File: config.mk
export PLATFORM = sky130hd
export DESIGN_NAME = isa_ctrl
export DESIGN_NICKNAME = d
export VERILOG_FILES = /design/src/rtl/isa_pkg.sv /design/src/rtl/isa_ctrl.sv
export SDC_FILE = /design/constraint.sdc
export NUM_CORES = 1
export LEC_CHECK = 0
export BUFFER_PORTS_ARGS = -buffer_cell sky130_fd_sc_hd__buf_2
export CAP_MARGIN = 20
export CELL_PAD_IN_SITES_DETAIL_PLACEMENT = 1
export CELL_PAD_IN_SITES_GLOBAL_PLACEMENT = 1
export CORE_AREA = 2 2 39 41
export CTS_CLUSTER_DIAMETER = 60
export CTS_CLUSTER_SIZE = 24
export DETAILED_ROUTE_END_ITERATION = 10
export DIE_AREA = 0 0 41 43
export GPL_ROUTABILITY_DRIVEN = 0
export GPL_TIMING_DRIVEN = 0
export PLACE_DENSITY = 0.42
export RECOVER_POWER = 25
export SYNTH_ARGS = -nofsm -noshare
export SYNTH_HDL_FRONTEND = slang
export SYNTH_SLANG_ARGS = --single-unit
export TNS_END_PERCENT = 5
File: constraint.sdc
create_clock -name clock -period 0.9 [get_ports clock]
set_input_delay 0.09 -clock clock [delete_from_list [all_inputs] [get_ports clock]]
set_output_delay 0.09 -clock clock [all_outputs]
set_load 0.02 [all_outputs]
File: src/rtl/isa_pkg.sv
// ----------------------------------------------------------------------------
// isa_pkg: shared types and constants for the indexed shift array
// Holds the array geometry, request and status codes, the beat payload
// structs and the command bundle from the controller to the datapath.
// ----------------------------------------------------------------------------
package isa_pkg;

   // array geometry
   localparam int CAPACITY   = 64;
   localparam int WORD_BITS  = 32;
   localparam int COUNT_BITS = $clog2(CAPACITY + 1);
   localparam int CMP_BITS   = (COUNT_BITS > 7) ? COUNT_BITS : 7;

   // read select tree: groups of cells, one group register per group
   localparam int SEL_BITS = (CAPACITY > 2) ? $clog2(CAPACITY) : 1;
   localparam int LO_BITS  = (SEL_BITS + 1) / 2;
   localparam int GRP_BITS = (SEL_BITS - LO_BITS > 0) ? (SEL_BITS - LO_BITS) : 1;
   localparam int GSIZE    = 2 ** LO_BITS;
   localparam int NGROUP   = 2 ** GRP_BITS;

   // request codes
   localparam logic [2:0] OP_PUSH   = 3'd0;
   localparam logic [2:0] OP_POP    = 3'd1;
   localparam logic [2:0] OP_READ   = 3'd2;
   localparam logic [2:0] OP_WRITE  = 3'd3;
   localparam logic [2:0] OP_INSERT = 3'd4;
   localparam logic [2:0] OP_ERASE  = 3'd5;
   localparam logic [2:0] OP_CLEAR  = 3'd6;

   // status codes
   localparam logic [1:0] ST_OK    = 2'd0;
   localparam logic [1:0] ST_RANGE = 2'd1;
   localparam logic [1:0] ST_FULL  = 2'd2;
   localparam logic [1:0] ST_EMPTY = 2'd3;

   typedef struct packed {
      logic [2:0]  req_type;
      logic [6:0]  index;
      logic [31:0] value;
   } isa_req_type;

   typedef struct packed {
      logic [1:0]  status;
      logic [31:0] read_value;
      logic [6:0]  count;
   } isa_rsp_type;

   typedef struct packed {
      logic capture;
      logic eval;
      logic load_rsp;
   } isa_cmd_type;

endpackage

File: src/rtl/isa_ctrl.sv
// ----------------------------------------------------------------------------
// isa_ctrl: request sequencer
// Accepts one request beat, steps the datapath through evaluation and
// result load, and owns the result valid flag.
// ----------------------------------------------------------------------------
module isa_ctrl (
   input  logic                 clock,
   input  logic                 reset,
   input  logic                 req_valid,
   output logic                 req_stall,
   output logic                 rsp_valid,
   input  logic                 rsp_stall,
   output isa_pkg::isa_cmd_type cmd
);
   import isa_pkg::*;

   localparam logic [1:0] S_IDLE = 2'd0;
   localparam logic [1:0] S_EVAL = 2'd1;
   localparam logic [1:0] S_DONE = 2'd2;

   logic [1:0] state_ff, state_in;
   logic       rsp_valid_ff, rsp_valid_in;
   logic       rsp_free;

   assign req_stall = (state_ff != S_IDLE);
   assign rsp_valid = rsp_valid_ff;
   assign rsp_free  = !rsp_valid_ff || !rsp_stall;

   // next state, commands and result valid
   always_comb begin
      state_in     = state_ff;
      rsp_valid_in = rsp_valid_ff && rsp_stall;
      cmd          = '0;
      case (state_ff)
         S_IDLE: begin
            if (req_valid) begin
               cmd.capture = 1'b1;
               state_in    = S_EVAL;
            end
         end
         S_EVAL: begin
            cmd.eval = 1'b1;
            state_in = S_DONE;
         end
         S_DONE: begin
            if (rsp_free) begin
               cmd.load_rsp = 1'b1;
               rsp_valid_in = 1'b1;
               state_in     = S_IDLE;
            end
         end
         default: begin
            state_in = S_IDLE;
         end
      endcase
   end

   always_ff @(posedge clock) begin
      if (reset) begin
         state_ff     <= S_IDLE;
         rsp_valid_ff <= 1'b0;
      end else begin
         state_ff     <= state_in;
         rsp_valid_ff <= rsp_valid_in;
      end
   end

`ifndef SYNTH
   a_accept_eval: assert property (@(posedge clock) disable iff (reset)
      (req_valid && !req_stall) |=> (state_ff == S_EVAL))
      else $error("accepted beat did not start evaluation");

   a_eval_done: assert property (@(posedge clock) disable iff (reset)
      (state_ff == S_EVAL) |=> (state_ff == S_DONE))
      else $error("evaluation did not advance to result load");

   a_rsp_source: assert property (@(posedge clock) disable iff (reset)
      $rose(rsp_valid_ff) |-> $past(state_ff == S_DONE))
      else $error("result valid rose outside result load");

   a_done_wait: assert property (@(posedge clock) disable iff (reset)
      (state_ff == S_DONE && rsp_valid_ff && rsp_stall) |=> (state_ff == S_DONE))
      else $error("result overwrote a pending beat");
`endif

endmodule

==> impl_metrics.ini <==
[clock_network]
clkSlewWorstSetupHoldPaths_ps = 40
htreeDepth = 1
cts_hold_buf = 0
cts_tree = done
clock-root-buffer = clkbuf_4
clk_latency_ps = 240
cts_sinks = 3
clk_path_buf_depth = 2
numCtsBuffers = 3

[logic_synthesis]
synth-seq-cells = 3
synth_nets = 19
synth_top_area_cell = dfxtp_1
syn_area_per_cell_sq_um = 9.18
ys_warn_count = 0
synth_fa_ha_area_share_pct = 0
synthXorXnorAreaFrac_pct = 0
synth_area_sq_um = 138
synth-simple-area-share_pct = 37.3
ys_seq_area_share_pct = 43.6
synth_compound_area_share_pct = 10.9
synthMuxAreaShare_pct = 0
yosysTopAreaCellShare_pct = 43.6
synthDistinctLibCells = 10
syn-instance-count = 15
synth_top_family_by_area = simple AND/OR/NAND/NOR gates
yosys-top-cells-area = dfxtp_1, a21oi_1, nand2b_1

[layout]
areaGrowthSynthToFinish_pct = 115
drive_gt1_share_pct = 78.6
fillers = 165
fin_area_sq_um = 295
nets = 33
fin_cells = 44
diodes = 0

[timing]
period_needed_ps = 1080
finalHoldViolCount = 0
slew_violations = 0
period_share_pct = 120
fmax_mhz = 926
rsz0062_at_grt = true
worst_pin_slew_ps = 190
whs_ps = 46.4
postLayoutSetupSlackWorst_ps = -180
max-slew-margin-rel_pct = 87.3
setup_viol = 5
skew_ps = 5.37

[routing]
post_drt_via_cell_ratio = 3.66
drtAntennaViolNets = 0
drt_iter0_drc = 1
drt-total-wl_um = 519
route.detailed.drc = 0
drt_pass1_iterations = 2
wl_per_cell_um = 11.8
num_vias = 161

[place]
placed_cell_area_sq_um = 198
preCtsSetupSlack_ps = -30.2
port_buffers = 8
dp_hpwl_um = 294
place_inst = 39

[power_and_ir_drop]
leakage_nw = 0.128
ir_drop_uv = 662
power.density_nw_per_um2 = 1690

[setup_path]
setup.worst_path.start_class = flop
cp_max_fo = 5
arrival_ps = 990
required_ps = 810
cp-end-kind = primary output
crit_type = reg2out

[global_routing]
grt.met3_usage_pct = 3.14
grt_pass1_wl_um = 662
grt_max_degree = 6
busiest_layer = met2
grtUsageMet1_pct = 6.09
grt_pass1_vias = 162
use_met2_pct = 8.44
grt_overflow = 0
antenna_found_initial = 0
grt.total_usage_pct = 6.12

[floorplan]
core_sq_um = 1380
die_y_um = 43
die_w_um = 41
floorplan.initialDensity_pct = 9.95
die_area_sq_um = 1760
core.rowCount = 14
ioPinCount = 9

[run_status]
status = finished with violations
violations = negative setup slack

[worst_hold_path]
hp-class = in2reg

[flow_run]
drv_cap = 0
critical path, stage by stage (launching register included):
cell and delay, ps:
dfxtp_4 360, nand2b_4 150, a21oi_2 120, buf_6 130
layer usage:
| layer | share of wire, % | wire, um |
|---|---|---|
| met1 | 37 | 193 |
| met2 | 52 | 268 |
| met3 | 11 | 56 |
| met4 | 0 | 0 |
| met5 | 0 | 0 |
placed cells by master, fill, tap and decap left out:
cell type  count
a21oi_1        1
a21oi_2        2
and2b_1        1
buf_2          4
buf_4          2
buf_6          4
clkbuf_1       1
clkbuf_4       3
dfxtp_1        1
dfxtp_4        2
inv_2          1
nand2_1        1
nand2b_4       2
nand4b_1       1
nor3b_4        1
or2_4          1
through the flow:
stage | util (%) | setup TNS, ps | total power, mW
global route | 21.3 | -835 | 0.535
detailed placement | 14.3 | -30.2 | 0.214
global placement | 14.3 | -6.54 | 0.211
CTS | 19.5 | -648 | 0.498
floorplan | - | -19.8 | 0.188
finish | 21.3 | -642 | 0.500
where the power goes:
group / switching (mW) / internal [mW]
Sequential: 0.0118 / 0.138
Combinational: 0.0440 / 0.0586
Clock: 0.0808 / 0.167
Total: 0.137 / 0.363
registers in the layout, summed over array words and instances (netlist names):
signal	flops
rsp_valid	1
state_ff	2
synth_stat cells:
library cell / count
nand4b_1: 1
dfxtp_1: 3
inv_1: 1
and2b_1: 1
buf_4: 1
nand2b_1: 2
or2_2: 1
nor3b_2: 1
nand2_1: 1
a21oi_1: 3
worst paths after layout:
path / depth (start not counted) / to / startpoint / slack, ps
worst max-delay path: 3 / cmd[0] / state_ff[0]$_SDFFE_PP0P_ / -180
worst min-delay path: 2 / state_ff[1]$_SDFFE_PP0P_ / reset / 50
worst max register to register: 4 / state_ff[1]$_SDFFE_PP0P_ / state_ff[0]$_SDFFE_PP0P_ / 40
worst min register to register: 2 / rsp_valid$_SDFF_PP0_ / rsp_valid$_SDFF_PP0_ / 510
what timing repair did:
action / in CTS / in global routing
gates resized for setup: 15 / 4
hold endpoints to repair: 0 / 0
setup endpoints to repair: 4 / 5
buffers inserted: 1 / 1
cells by family after synthesis:
logic type | after synthesis
AOI/OAI and AO/OA | 3
buffers and inverters | 2
DFF | 3
and+or+nand+nor | 7
area by class of cell:
| class | count | area, sq um | area share [%] |
|---|---|---|---|
| multi-input combinational | 10 | 97.6 | 33.1 |
| timing repair buffer | 10 | 80.1 | 27.1 |
| sequential | 3 | 67.6 | 22.9 |
| clock buffer | 4 | 26.3 | 8.90 |
| tap | 16 | 20.0 | 6.78 |
| inverter | 1 | 3.75 | 1.27 |
(Power assumes the default switching activity.)
